[src/rtl/cpcn_pkg.sv]
`timescale 1ns / 1ps
// ----------------------------------------------------------------------------
// cpcn_pkg
// Shared constants, state type and the serial divide step for the circle
// pair contact block.
// ----------------------------------------------------------------------------
package cpcn_pkg;

    localparam int POS_W_DEF = 24;
    localparam int RAD_W     = 16;
    localparam int MAG_W     = RAD_W + 1;
    localparam int SQ_W      = 2 * MAG_W + 1;
    localparam int FRAC_SH   = 16;
    localparam int RS_SH     = 8;
    localparam int ROOT_W    = 26;
    localparam int V_W       = 2 * ROOT_W;
    localparam int REM_W     = ROOT_W + 1;
    localparam int Q_W       = 15;
    localparam int NUM_W     = ROOT_W + Q_W;
    localparam int NX_SH     = 22;
    localparam int OV_SH     = 6;
    localparam int NORM_W    = 16;
    localparam int OVL_W     = 15;
    localparam int OUT_W     = 2 * NORM_W + OVL_W;
    localparam int M_TDATA_W = ((OUT_W + 7) / 8) * 8;
    localparam int CNT_W     = $clog2(ROOT_W);

    localparam logic [Q_W-1:0] ONE_Q14 = Q_W'(16384);

    typedef enum logic [2:0] {
        ST_IDLE,
        ST_PREP,
        ST_MUL,
        ST_SQRT,
        ST_TEST,
        ST_DIV,
        ST_DONE
    } t_state;

    // one restoring division step: remainder above, quotient bits shift in below
    function automatic logic [NUM_W-1:0] div_step(input logic [NUM_W-1:0]  acc,
                                                  input logic [ROOT_W-1:0] den);
        logic [ROOT_W:0] t;
        logic [ROOT_W:0] d;
        logic [ROOT_W:0] diff;
        t    = {acc[NUM_W-1:Q_W], acc[Q_W-1]};
        d    = {1'b0, den};
        diff = t - d;
        if (t >= d) begin
            return {diff[ROOT_W-1:0], acc[Q_W-2:0], 1'b1};
        end else begin
            return {t[ROOT_W-1:0], acc[Q_W-2:0], 1'b0};
        end
    endfunction

endpackage

[src/rtl/circle_pair_contact_normal.sv]
`timescale 1ns / 1ps
// ----------------------------------------------------------------------------
// circle_pair_contact_normal
// Narrow-phase circle contact: stores a reference circle and tests candidate
// circles against it, giving the contact normal and overlap in Q1.14.
// ----------------------------------------------------------------------------
// input stream: tuser = op (0 stores the reference circle, 1 tests a candidate),
// tdata = pos_x, pos_y, radius. a reference transfer gives no result and the
// block is ready again on the next cycle. a candidate gives exactly one result.
// output stream: tuser = collided, tdata = normal_x, normal_y, overlap.
// a candidate passes through set-up, bit-serial squaring, a bit-serial root, a
// test, three bit-serial dividers run side by side and formatting into the
// output register. candidates whose centres are far apart on one axis skip
// to the result after set-up; misses and coincident centres skip the dividers.
// one candidate is worked on at a time; the next is taken once the result has
// moved to the output register. a stalled receiver holds the output register,
// the block still takes the next item and only waits at its end if the
// previous result has not yet left.
// reset empties the output register, returns to idle and sets the reference
// circle to centre 0, radius 0.
// ----------------------------------------------------------------------------
module circle_pair_contact_normal #(
    parameter  int POS_WIDTH = cpcn_pkg::POS_W_DEF,
    localparam int S_TDATA_W = ((2 * POS_WIDTH + cpcn_pkg::RAD_W + 7) / 8) * 8
) (
    input  logic                           i_clk,
    input  logic                           i_rst_n,
    input  logic                           i_s_axis_tvalid,
    output logic                           o_s_axis_tready,
    input  logic [S_TDATA_W-1:0]           i_s_axis_tdata,  // pos_x, pos_y, radius
    input  logic                           i_s_axis_tuser,  // op
    output logic                           o_m_axis_tvalid,
    input  logic                           i_m_axis_tready,
    output logic [cpcn_pkg::M_TDATA_W-1:0] o_m_axis_tdata,  // normal_x, normal_y, overlap
    output logic                           o_m_axis_tuser   // collided
);

    localparam int MAG_W  = cpcn_pkg::MAG_W;
    localparam int SQ_W   = cpcn_pkg::SQ_W;
    localparam int ROOT_W = cpcn_pkg::ROOT_W;
    localparam int V_W    = cpcn_pkg::V_W;
    localparam int REM_W  = cpcn_pkg::REM_W;
    localparam int Q_W    = cpcn_pkg::Q_W;
    localparam int NUM_W  = cpcn_pkg::NUM_W;
    localparam int NORM_W = cpcn_pkg::NORM_W;
    localparam int OVL_W  = cpcn_pkg::OVL_W;
    localparam int RAD_W  = cpcn_pkg::RAD_W;
    localparam int CNT_W  = cpcn_pkg::CNT_W;
    localparam int PAD_W  = cpcn_pkg::M_TDATA_W - cpcn_pkg::OUT_W;
    localparam int D_W    = POS_WIDTH + 1;

    cpcn_pkg::t_state r_state, n_state;

    logic [CNT_W-1:0]            r_cnt, n_cnt;
    logic signed [POS_WIDTH-1:0] r_ref_x, n_ref_x, r_ref_y, n_ref_y;
    logic [RAD_W-1:0]            r_ref_rad, n_ref_rad;
    logic signed [POS_WIDTH-1:0] r_px, n_px, r_py, n_py;
    logic [RAD_W-1:0]            r_rad, n_rad;
    logic                        r_sx, n_sx, r_sy, n_sy;
    logic [MAG_W-1:0]            r_ax, n_ax, r_ay, n_ay, r_rs, n_rs;
    logic [SQ_W-1:0]             r_ma, n_ma, r_mb, n_mb, r_acc, n_acc;
    logic [MAG_W-1:0]            r_ba, n_ba, r_bb, n_bb;
    logic [V_W-1:0]              r_v, n_v;
    logic [REM_W-1:0]            r_rem, n_rem;
    logic [ROOT_W-1:0]           r_root, n_root;
    logic [NUM_W-1:0]            r_qx, n_qx, r_qy, n_qy, r_qo, n_qo;
    logic                        r_hit, n_hit, r_coinc, n_coinc;
    logic                        r_out_valid, n_out_valid;
    logic [cpcn_pkg::M_TDATA_W-1:0] r_out_tdata, n_out_tdata;
    logic                        r_out_tuser, n_out_tuser;

    logic                        s_fire;
    logic                        out_load;
    logic signed [D_W-1:0]       dx, dy;
    logic [D_W-1:0]              adx, ady, rs_ext;
    logic [MAG_W-1:0]            rs_sum;
    logic                        prep_far;
    logic [SQ_W-1:0]             mul_sum;
    logic [REM_W+1:0]            sq_t, sq_trial, sq_diff;
    logic                        test_beyond, test_zero;
    logic [Q_W-1:0]              qx_c, qy_c, qo;
    logic [NORM_W-1:0]           mx, my, nx_val, ny_val;
    logic [OVL_W-1:0]            ov_val;

    // input unpacking and set-up arithmetic
    assign s_fire   = i_s_axis_tvalid && o_s_axis_tready;
    assign dx       = D_W'(r_px) - D_W'(r_ref_x);
    assign dy       = D_W'(r_py) - D_W'(r_ref_y);
    assign adx      = dx[D_W-1] ? D_W'(-dx) : D_W'(dx);
    assign ady      = dy[D_W-1] ? D_W'(-dy) : D_W'(dy);
    assign rs_sum   = MAG_W'(r_rad) + MAG_W'(r_ref_rad);
    assign rs_ext   = D_W'(rs_sum);
    assign prep_far = (adx >= rs_ext) || (ady >= rs_ext);

    assign mul_sum  = r_acc + (r_ba[0] ? r_ma : '0) + (r_bb[0] ? r_mb : '0);

    assign sq_t     = {r_rem, r_v[V_W-1 -: 2]};
    assign sq_trial = {1'b0, r_root, 2'b01};
    assign sq_diff  = sq_t - sq_trial;

    assign test_beyond = r_root >= ROOT_W'({r_rs, cpcn_pkg::RS_SH'(0)});
    assign test_zero   = (r_root == '0);

    // result formatting
    assign qx_c   = (r_qx[Q_W-1:0] > cpcn_pkg::ONE_Q14) ? cpcn_pkg::ONE_Q14 : r_qx[Q_W-1:0];
    assign qy_c   = (r_qy[Q_W-1:0] > cpcn_pkg::ONE_Q14) ? cpcn_pkg::ONE_Q14 : r_qy[Q_W-1:0];
    assign qo     = r_qo[Q_W-1:0];
    assign mx     = NORM_W'(qx_c);
    assign my     = NORM_W'(qy_c);
    assign nx_val = (!r_hit || r_coinc) ? '0 : (r_sx ? (~mx + 1'b1) : mx);
    assign ny_val = (!r_hit || r_coinc) ? '0 : (r_sy ? (~my + 1'b1) : my);
    always_comb begin
        if (!r_hit) begin
            ov_val = '0;
        end else if (r_coinc) begin
            ov_val = OVL_W'(cpcn_pkg::ONE_Q14);
        end else if (qo >= cpcn_pkg::ONE_Q14) begin
            ov_val = '0;
        end else begin
            ov_val = OVL_W'(cpcn_pkg::ONE_Q14 - qo);
        end
    end

    // next state
    always_comb begin
        n_state = r_state;
        case (r_state)
            cpcn_pkg::ST_IDLE: begin
                if (s_fire && i_s_axis_tuser) begin
                    n_state = cpcn_pkg::ST_PREP;
                end
            end
            cpcn_pkg::ST_PREP: begin
                n_state = prep_far ? cpcn_pkg::ST_DONE : cpcn_pkg::ST_MUL;
            end
            cpcn_pkg::ST_MUL: begin
                if (r_cnt == '0) begin
                    n_state = cpcn_pkg::ST_SQRT;
                end
            end
            cpcn_pkg::ST_SQRT: begin
                if (r_cnt == '0) begin
                    n_state = cpcn_pkg::ST_TEST;
                end
            end
            cpcn_pkg::ST_TEST: begin
                n_state = (test_beyond || test_zero) ? cpcn_pkg::ST_DONE : cpcn_pkg::ST_DIV;
            end
            cpcn_pkg::ST_DIV: begin
                if (r_cnt == '0) begin
                    n_state = cpcn_pkg::ST_DONE;
                end
            end
            cpcn_pkg::ST_DONE: begin
                if (out_load) begin
                    n_state = cpcn_pkg::ST_IDLE;
                end
            end
            default: begin
                n_state = cpcn_pkg::ST_IDLE;
            end
        endcase
    end

    // fsm outputs
    always_comb begin
        o_s_axis_tready = (r_state == cpcn_pkg::ST_IDLE);
        out_load        = (r_state == cpcn_pkg::ST_DONE) && (!r_out_valid || i_m_axis_tready);
    end

    // datapath
    always_comb begin
        n_cnt     = r_cnt;
        n_ref_x   = r_ref_x;
        n_ref_y   = r_ref_y;
        n_ref_rad = r_ref_rad;
        n_px      = r_px;
        n_py      = r_py;
        n_rad     = r_rad;
        n_sx      = r_sx;
        n_sy      = r_sy;
        n_ax      = r_ax;
        n_ay      = r_ay;
        n_rs      = r_rs;
        n_ma      = r_ma;
        n_mb      = r_mb;
        n_ba      = r_ba;
        n_bb      = r_bb;
        n_acc     = r_acc;
        n_v       = r_v;
        n_rem     = r_rem;
        n_root    = r_root;
        n_qx      = r_qx;
        n_qy      = r_qy;
        n_qo      = r_qo;
        n_hit     = r_hit;
        n_coinc   = r_coinc;
        case (r_state)
            cpcn_pkg::ST_IDLE: begin
                if (s_fire) begin
                    if (i_s_axis_tuser) begin
                        n_px  = i_s_axis_tdata[POS_WIDTH-1:0];
                        n_py  = i_s_axis_tdata[2*POS_WIDTH-1:POS_WIDTH];
                        n_rad = i_s_axis_tdata[2*POS_WIDTH+RAD_W-1:2*POS_WIDTH];
                    end else begin
                        n_ref_x   = i_s_axis_tdata[POS_WIDTH-1:0];
                        n_ref_y   = i_s_axis_tdata[2*POS_WIDTH-1:POS_WIDTH];
                        n_ref_rad = i_s_axis_tdata[2*POS_WIDTH+RAD_W-1:2*POS_WIDTH];
                    end
                end
            end
            cpcn_pkg::ST_PREP: begin
                n_sx    = dx[D_W-1];
                n_sy    = dy[D_W-1];
                n_ax    = adx[MAG_W-1:0];
                n_ay    = ady[MAG_W-1:0];
                n_rs    = rs_sum;
                n_ma    = SQ_W'(adx[MAG_W-1:0]);
                n_mb    = SQ_W'(ady[MAG_W-1:0]);
                n_ba    = adx[MAG_W-1:0];
                n_bb    = ady[MAG_W-1:0];
                n_acc   = '0;
                n_cnt   = CNT_W'(MAG_W - 1);
                n_hit   = 1'b0;
                n_coinc = 1'b0;
            end
            cpcn_pkg::ST_MUL: begin
                n_acc = mul_sum;
                n_ma  = r_ma << 1;
                n_mb  = r_mb << 1;
                n_ba  = r_ba >> 1;
                n_bb  = r_bb >> 1;
                n_cnt = r_cnt - 1'b1;
                if (r_cnt == '0) begin
                    n_v    = V_W'(mul_sum) << cpcn_pkg::FRAC_SH;
                    n_rem  = '0;
                    n_root = '0;
                    n_cnt  = CNT_W'(ROOT_W - 1);
                end
            end
            cpcn_pkg::ST_SQRT: begin
                n_v   = r_v << 2;
                n_cnt = r_cnt - 1'b1;
                if (sq_t >= sq_trial) begin
                    n_rem  = REM_W'(sq_diff);
                    n_root = {r_root[ROOT_W-2:0], 1'b1};
                end else begin
                    n_rem  = REM_W'(sq_t);
                    n_root = {r_root[ROOT_W-2:0], 1'b0};
                end
            end
            cpcn_pkg::ST_TEST: begin
                n_hit   = !test_beyond;
                n_coinc = test_zero;
                n_qx    = (NUM_W'(r_ax) << cpcn_pkg::NX_SH) + NUM_W'(r_root >> 1);
                n_qy    = (NUM_W'(r_ay) << cpcn_pkg::NX_SH) + NUM_W'(r_root >> 1);
                n_qo    = (NUM_W'(r_root) << cpcn_pkg::OV_SH) + NUM_W'(r_rs >> 1);
                n_cnt   = CNT_W'(Q_W - 1);
            end
            cpcn_pkg::ST_DIV: begin
                n_qx  = cpcn_pkg::div_step(r_qx, r_root);
                n_qy  = cpcn_pkg::div_step(r_qy, r_root);
                n_qo  = cpcn_pkg::div_step(r_qo, ROOT_W'(r_rs));
                n_cnt = r_cnt - 1'b1;
            end
            cpcn_pkg::ST_DONE: begin
            end
            default: begin
            end
        endcase
    end

    // output register
    always_comb begin
        n_out_valid = r_out_valid;
        n_out_tdata = r_out_tdata;
        n_out_tuser = r_out_tuser;
        if (out_load) begin
            n_out_valid = 1'b1;
            n_out_tdata = {PAD_W'(0), ov_val, ny_val, nx_val};
            n_out_tuser = r_hit;
        end else if (i_m_axis_tready) begin
            n_out_valid = 1'b0;
        end
    end

    always_ff @(posedge i_clk) begin
        if (!i_rst_n) begin
            r_state     <= cpcn_pkg::ST_IDLE;
            r_out_valid <= 1'b0;
            r_ref_x     <= '0;
            r_ref_y     <= '0;
            r_ref_rad   <= '0;
        end else begin
            r_state     <= n_state;
            r_out_valid <= n_out_valid;
            r_ref_x     <= n_ref_x;
            r_ref_y     <= n_ref_y;
            r_ref_rad   <= n_ref_rad;
        end
    end

    always_ff @(posedge i_clk) begin
        r_cnt       <= n_cnt;
        r_px        <= n_px;
        r_py        <= n_py;
        r_rad       <= n_rad;
        r_sx        <= n_sx;
        r_sy        <= n_sy;
        r_ax        <= n_ax;
        r_ay        <= n_ay;
        r_rs        <= n_rs;
        r_ma        <= n_ma;
        r_mb        <= n_mb;
        r_ba        <= n_ba;
        r_bb        <= n_bb;
        r_acc       <= n_acc;
        r_v         <= n_v;
        r_rem       <= n_rem;
        r_root      <= n_root;
        r_qx        <= n_qx;
        r_qy        <= n_qy;
        r_qo        <= n_qo;
        r_hit       <= n_hit;
        r_coinc     <= n_coinc;
        r_out_tdata <= n_out_tdata;
        r_out_tuser <= n_out_tuser;
    end

    assign o_m_axis_tvalid = r_out_valid;
    assign o_m_axis_tdata  = r_out_tdata;
    assign o_m_axis_tuser  = r_out_tuser;

    // checks
    a_miss_is_zero: assert property (@(posedge i_clk) disable iff (!i_rst_n)
        (o_m_axis_tvalid && !o_m_axis_tuser) |-> (o_m_axis_tdata == '0))
        else $error("miss result carries non-zero fields");

    a_normal_range: assert property (@(posedge i_clk) disable iff (!i_rst_n)
        o_m_axis_tvalid |->
            ($signed(o_m_axis_tdata[NORM_W-1:0]) <= 17'sd16384) &&
            ($signed(o_m_axis_tdata[NORM_W-1:0]) >= -17'sd16384) &&
            ($signed(o_m_axis_tdata[2*NORM_W-1:NORM_W]) <= 17'sd16384) &&
            ($signed(o_m_axis_tdata[2*NORM_W-1:NORM_W]) >= -17'sd16384) &&
            (o_m_axis_tdata[2*NORM_W+OVL_W-1:2*NORM_W] <= OVL_W'(cpcn_pkg::ONE_Q14)))
        else $error("normal or overlap out of range");

    a_div_rem_bound: assert property (@(posedge i_clk) disable iff (!i_rst_n)
        (r_state == cpcn_pkg::ST_DIV) |->
            (r_qo[NUM_W-1:Q_W] < ROOT_W'(r_rs)) && (r_qx[NUM_W-1:Q_W] < r_root))
        else $error("divider remainder not below divisor");

    a_result_from_done: assert property (@(posedge i_clk) disable iff (!i_rst_n)
        $rose(o_m_axis_tvalid) |-> ($past(r_state) == cpcn_pkg::ST_DONE))
        else $error("result appeared outside the done state");

endmodule
[config.mk]
export PLATFORM = sky130hd
export DESIGN_NAME = circle_pair_contact_normal
export DESIGN_NICKNAME = d
export VERILOG_FILES = /design/src/rtl/cpcn_pkg.sv /design/src/rtl/circle_pair_contact_normal.sv
export SDC_FILE = /design/constraint.sdc
export NUM_CORES = 2
export LEC_CHECK = 0
export ABC_AREA = 1
export BUFFER_PORTS_ARGS = -buffer_cell sky130_fd_sc_hd__buf_4
export CAP_MARGIN = 15
export CORE_ASPECT_RATIO = 0.75
export CORE_MARGIN = 1
export CORE_UTILIZATION = 33
export CTS_CLUSTER_SIZE = 24
export DETAILED_ROUTE_END_ITERATION = 8
export HOLD_SLACK_MARGIN = 0.05
export PLACE_DENSITY = 0.59
export SLEW_MARGIN = 15
export SYNTH_ARGS = -nofsm -noshare
export SYNTH_HDL_FRONTEND = slang
export SYNTH_SLANG_ARGS = --single-unit
[constraint.sdc]
create_clock -name i_clk -period 6.71 [get_ports i_clk]
set_input_delay 0.671 -clock i_clk [delete_from_list [all_inputs] [get_ports i_clk]]
set_output_delay 0.671 -clock i_clk [all_outputs]
set_load 0.05 [all_outputs]
### Word-level counts from Yosys, hierarchy flattened

Cells that the tools add are included.

| cells by class | value |
|---|---|
| bitwise logic cells | 6 |
| magnitude comparators | 10 |
| equal/unequal tests | 11 |
| reduce and logical (&&, ||, !) cells | 27 |
| add/subtract/negate cells | 18 |
| muxes and demuxes | 43 |

Operator list:

| cell | count |
|---|---|
| case mux 41 bit (2 select lines) | 3 |
| case mux 35 bit (2 select lines) | 3 |
| 2-to-1 mux 41 bit | 3 |
| case mux 52 bit (2 select lines) | 1 |
| 2-to-1 mux 15 bit | 6 |
| adder 39 x 25 -> 40 bit | 2 |
| adder 35 bit | 2 |
| 2-to-1 mux 35 bit | 2 |
| case mux 17 bit (2 select lines) | 2 |
| >= comparator 27 x 26 -> 1 bit | 2 |
| 2-to-1 mux 27 bit | 2 |
| case mux 27 bit (2 select lines) | 1 |
| 2-to-1 mux 52 bit | 1 |
| case mux 26 bit (2 select lines) | 1 |
| subtractor 26 bit | 2 |
| >= comparator 25 x 17 -> 1 bit | 2 |
| 2-to-1 mux 25 bit | 2 |
| negator 25 bit | 2 |
| subtractor 24 x 24 -> 25 bit | 2 |
| adder 32 x 16 -> 33 bit | 1 |
| adder 16 x 1 -> 16 bit (second input constant) | 2 |
| inverter 15 -> 16 bit | 2 |
| > comparator 15 bit (second input constant) | 2 |
| >= comparator 29 x 28 -> 1 bit | 1 |
| other kinds (35) | 66 |

| storage, ports and cells | value |
|---|---|
| bits in registers | 607 |
| bits of input ports | 69 |
| output and inout port bits | 51 |
| logic and storage cells | 148 |

### Depth between registers and ports, before layout

| logic depth | value |
|---|---|
| word-level depth | 7 |
| depth in mapped cells | 39 |
| mapped depth without buffers | 38 |

### Worst setup path before layout

Ideal clock, no wire load.

| path | value |
|---|---|
| kind | register -> register |
| from | reg r_state[0] |
| to | reg r_acc[0] (enable) |
| path buffers | 0 |
| setup slack | -0.004 ns |
| stages on the path, launching flop included | 7 |
| library setup time | 0.504 ns |
| data arrival time | 6.210 ns |
| cells stage by stage | dfxtp_1 inv_1 nor2_1 inv_1 nor2_1 inv_1 nand2_1 |

| between the ends | value |
|---|---|
| word-level cells in the longest chain between the ends | 2 |

Ends and longest elaborated chain:

| element | line | source |
|---|---|---|
| from (decl) | circle_pair_contact_normal.sv:52 | `cpcn_pkg::t_state r_state, n_state;` |
| from (signal assigned) | circle_pair_contact_normal.sv:289 | `r_state <= cpcn_pkg::ST_IDLE;` |
| from (signal assigned) | circle_pair_contact_normal.sv:295 | `r_state <= n_state;` |
| equality test 3 x 2 -> 1 bit or equality test 3 x 1 -> 1 bit (tied branches) | circle_pair_contact_normal.sv:198 | `case (r_state)` |
| nonzero test 2 bit (no source line) (*) | -- |  |
| to (signal assigned) | circle_pair_contact_normal.sv:317 | `r_acc <= n_acc;` |
| to (decl) | circle_pair_contact_normal.sv:61 | `logic [SQ_W-1:0] r_ma, n_ma, r_mb, n_mb, r_acc, n_acc;` |

Every way passes the cells marked *; elsewhere a longest branch is shown, timed or not.
A chain may end at the register's enable or synchronous reset.

### Worst setup path after layout

| path | value |
|---|---|
| from | reg r_py[0] |
| to | reg r_state[2] |

| between the ends | value |
|---|---|
| word-level cells in the longest chain between the ends | 7 |

Ends and longest elaborated chain:

| element | line | source |
|---|---|---|
| from (decl) | circle_pair_contact_normal.sv:57 | `logic signed [POS_WIDTH-1:0] r_px, n_px, r_py, n_py;` |
| from (signal assigned) | circle_pair_contact_normal.sv:306 | `r_py <= n_py;` |
| subtractor 24 x 24 -> 25 bit (*) | circle_pair_contact_normal.sv:88 | `assign dy = D_W'(r_py) - D_W'(r_ref_y);` |
| negator 25 bit | circle_pair_contact_normal.sv:90 | `assign ady = dy[D_W-1] ? D_W'(-dy) : D_W'(dy);` |
| 2-to-1 mux 25 bit (*) | circle_pair_contact_normal.sv:90 |  |
| via ady[16] | circle_pair_contact_normal.sv:75 | `logic [D_W-1:0] adx, ady, rs_ext;` |
| >= comparator 25 x 17 -> 1 bit (*) | circle_pair_contact_normal.sv:93 | `assign prep_far = (adx >= rs_ext) \|\| (ady >= rs_ext);` |
| logical OR 1 bit (*) | circle_pair_contact_normal.sv:93 |  |
| 2-to-1 mux 3 bit (*) | circle_pair_contact_normal.sv:134 | `n_state = prep_far ? cpcn_pkg::ST_DONE : cpcn_pkg::ST_MUL;` |
| case mux 3 bit (7 select lines) (*) | circle_pair_contact_normal.sv:127 | `case (r_state)` |

The timed path passes the listed nets; every way through them passes the cells marked *.

==> impl_summary.md <==
Status
The run finished with clean final reports.

CTS
The level count of the clock H-tree is 3. The buffer type at the clock tree root is sky130_fd_sc_hd__clkbuf_16. The total setup buffers inserted after CTS is 0. The number of hold buffers added after CTS was 0. The post-cts sizing count is 0.

The clock-pin transition on the worst setup and hold timing paths is 0.07 ns. The clock insertion delay at the later pin of the skew report is 0.65 ns. The CTS buffer count is 69.

TritonCTS built the clock tree. The clock drives 591 sinks. The clock passes through at most 3 buffers.

Final layout
In the layout the commonest cells are sky130_fd_sc_hd__nand2_1 (1,201), sky130_fd_sc_hd__inv_1 (738), sky130_fd_sc_hd__edfxtp_1 (523). The antenna diode count is 0. The final layout contains 5,408 nets. The area added between synthesis and finish is 12.3%. The fraction of final layout cells sized beyond drive strength 1 is 0.0654. The library cell used most frequently in the layout, excluding fill and tap cells, is sky130_fd_sc_hd__nand2_1.

Floorplan
between 100 and 150 I/O pins were placed. For this configuration, the core starts out at a cell density of 0.335. The core footprint is roughly 0.12 mm2.

The floorplan has 109 rows. The die is roughly 300 um tall. The die span in x is about 400 um. The floorplan step defined a die boundary enclosing between 0.1 and 0.15 mm2.

Detailed routing
The total wire length after detailed routing is 114 mm. For this run, the detailed router's first-pass iteration total came to 6. After the first detailed-routing iteration, the DRC count stood at between 2k and 3k. For this run, design rule violations remaining after detail routing come to 0.

The via count normalized by instance count is between 4 and 5. The highest signal layer in the routed design is met4. After detailed routing, the wire length on met1 is ~57 mm.

The length of routed met3 wiring is 8.90 mm. The met2 wire length is 45.9 mm. The mean routed wirelength per cell is roughly 17 um.

The detailed router placed 33.1k vias in this run. The detail route stage leaves a number of antenna-violating nets equal to 0.

Synthesis
The fraction of registers with async set/reset is 0. The proportion of netlist area held by the largest area contributor is 0.395. The area of the mapped netlist is around 0.040 mm2. The total nets after synthesis is around 5.3k.

The number of different library cells in the post-synthesis netlist is 59. The leading register cell type out of synthesis is sky130_fd_sc_hd__edfxtp_1. A synthesized cell averages between 8 and 9 um2.

The share of the Yosys chip area taken by registers is 0.430. The biggest area contributor in the post-synthesis netlist is sky130_fd_sc_hd__edfxtp_1. Yosys printed 0 warnings.

By area the synthesized netlist is led by sky130_fd_sc_hd__edfxtp_1 (40%), sky130_fd_sc_hd__nand2_1 (11%), sky130_fd_sc_hd__ha_1 (8.5%). Counting flops with a built-in enable in the synthesized netlist gives ~520. Synthesis produced between 4k and 5k cells. After synthesis the netlist holds a flip-flop and latch count of 591.

Pwr
The switching power is slightly above 10,000 uW. The leakage dissipation is 0.0198 uW. Internal power comes to 12,000 uW. Of the total power, combinational logic draws 0.528. The fraction of power consumed by the clock network is 0.173.

The sequential share of power is 0.299. Of the total power, the share spent switching nets is 0.461. VDD sags by at most 0.000237 V. The power density normalized to cell area is around 500 mW/mm2.

Run
The tool flagged a number of max-cap violations equal to 0.

Hold path
Counting instances, the worst hold path has a depth of 1. The tightest min-delay check is of the primary input to flop type.

Critical path
By startpoint and endpoint, the worst setup path is classified as flop to flop. In this run the worst path has a maximum fanout of 29. For the worst setup path, the data arrival time is about 5.7 ns. The worst path required time is roughly 7.2 ns. The number of cells traversed by the worst register-to-register path is 32. The critical path's largest stage delay is 0.68 ns.

The cell that appears most often on the critical path is sky130_fd_sc_hd__nand2_1. The launching element type of the critical path is a flop. The cell type of the slowest stage on the worst timing path is sky130_fd_sc_hd__nand2_1. The capturing element type of the critical path is a flop.

GRT
The pin count of the biggest net entering global routing is 97. The number of antenna violations at the first check in global routing is 1. The first-pass GRT wire length is around 180 mm. For this run, the total global-route usage over all layers was measured as 0.185. The number of global-route vias before repair came to between 30k and 40k.

The total overflow left after global routing is 0.

STA
The worst clock skew is between 0.04 and 0.05 ns. The final count of negative-setup-slack endpoints is 0. Setup repair after global routing left no endpoint under its margin. The time the final worst path needs with I/O delays and setup is 5.13 ns. The final cycle utilization of the critical path is 0.764.

The worst slew margin relative to its limit is 0.216. For the pin with the worst max-slew slack, the measured transition is 1.18 ns. The number of slew-limit violations in the final report is 0.

The summed negative setup slack over all endpoints is 0 ns. For this run, the top clock speed supported by timing is around 0.19 GHz. The number of endpoints with negative hold slack in the final report came to 0. The post-route worst hold slack is 0.192 ns.

Place
The detailed placement HPWL is about 86 mm. The number of port buffers is roughly 120. At the end of routability-driven placement, the weighted congestion stood at about 0.92.
## kinds of logic (layout without fill, tap and decap cells)
group,after synthesis,in the layout,synth area share
AOI/OAI and AO/OA,918,918,0.126
xor gates and xnor gates,177,177,0.0390
adders and majority gates,313,313,0.107
buffers and inverters,873,1018,0.0835
DFF,591,591,0.430
other,1,1,0.0000944
and+or+nand+nor,2059,2059,0.215
## worst paths after layout
path | end | start | slack (ns)
worst max-delay path | r_state[2] | r_py[0] | 1.58
worst min-delay path | r_px[17] | i_s_axis_tdata[17] | 0.19
worst max register to register | r_state[2] | r_py[0] | 1.58
worst min register to register | r_ref_rad[11] | r_ref_rad[11] | 0.45
## through the flow
stage / util / setup WS (ns) / cell area (um2) / power [uW] / cells
2_1_floorplan: - / 1.25 / 39700 / 15100 / 4932
3_3_place_gp: 0.357 / 1.75 / 42300 / 18300 / 6509
3_5_place_dp: 0.357 / 1.69 / 42300 / 18400 / 6509
4_1_cts: 0.376 / 1.65 / 44600 / 22400 / 6631
5_1_grt: 0.376 / 1.06 / 44600 / 24300 / 6631
6_report: 0.376 / 1.58 / 44600 / 22300 / 6631
## power groups by stage
stage | Sequential (uW) | Combinational, uW | Clock (uW)
global route | 6790 | 13400 | 4090
CTS | 6670 | 11800 | 3970
floorplan | 6470 | 8670 | 0
finish | 6670 | 11800 | 3870
detailed placement | 6740 | 11700 | 0
global placement | 6720 | 11500 | 0
## state kept, by name (all words and copies together), names as in the netlist, 26 cells and up
| signal | cells |
|---|---|
| r_qo | 41 |
| r_acc | 35 |
| r_v | 36 |
| r_mb | 35 |
| r_rem | 27 |
| r_ma | 35 |
| r_qy | 41 |
| r_qx | 41 |
| r_root | 26 |
| o_m_axis_tdata | 47 |
## per-layer routing
layer / up-vias / global-route usage
met5: - / 0
met4: 0 / 0.0420
met3: 147 / 0.0359
met2: 1011 / 0.268
met1: 15300 / 0.281
li1: 16600 / -
## critical path, delay by kind of cell (launching register included)
kind            cells  cell delay [ns]
compound gates      5             0.69
simple gates       20             2.50
flops               1             0.32
xor+xnor            1             0.37
buf+inv             3             0.21
fa+ha+maj           3             0.92
## layout make-up
class | instances | area (um2)
clock inverters | 30 | 355
flip-flops and latches | 591 | 17100
inverters | 756 | 2840
clock buffers | 92 | 1910
well taps | 1554 | 1940
fillers | 12200 | 74000
repair buffers | 140 | 1050
multi-input cells | 3468 | 19400
## synth_stat cells, drive strengths merged, types with 13 or more instances
library cell / n
xnor2: 67
edfxtp: 523
nor2: 447
o211ai: 16
clkbuf: 94
a31oi: 29
a21oi: 401
inv: 752
nor4: 34
dfxtp: 68
a211oi: 13
nor3: 67
buf: 23
o21bai: 13
nand3: 192
nand4: 65
fa: 44
o21ai: 382
nand2: 1226
xor2: 110
ha: 269
(Power assumes the default switching activity.)
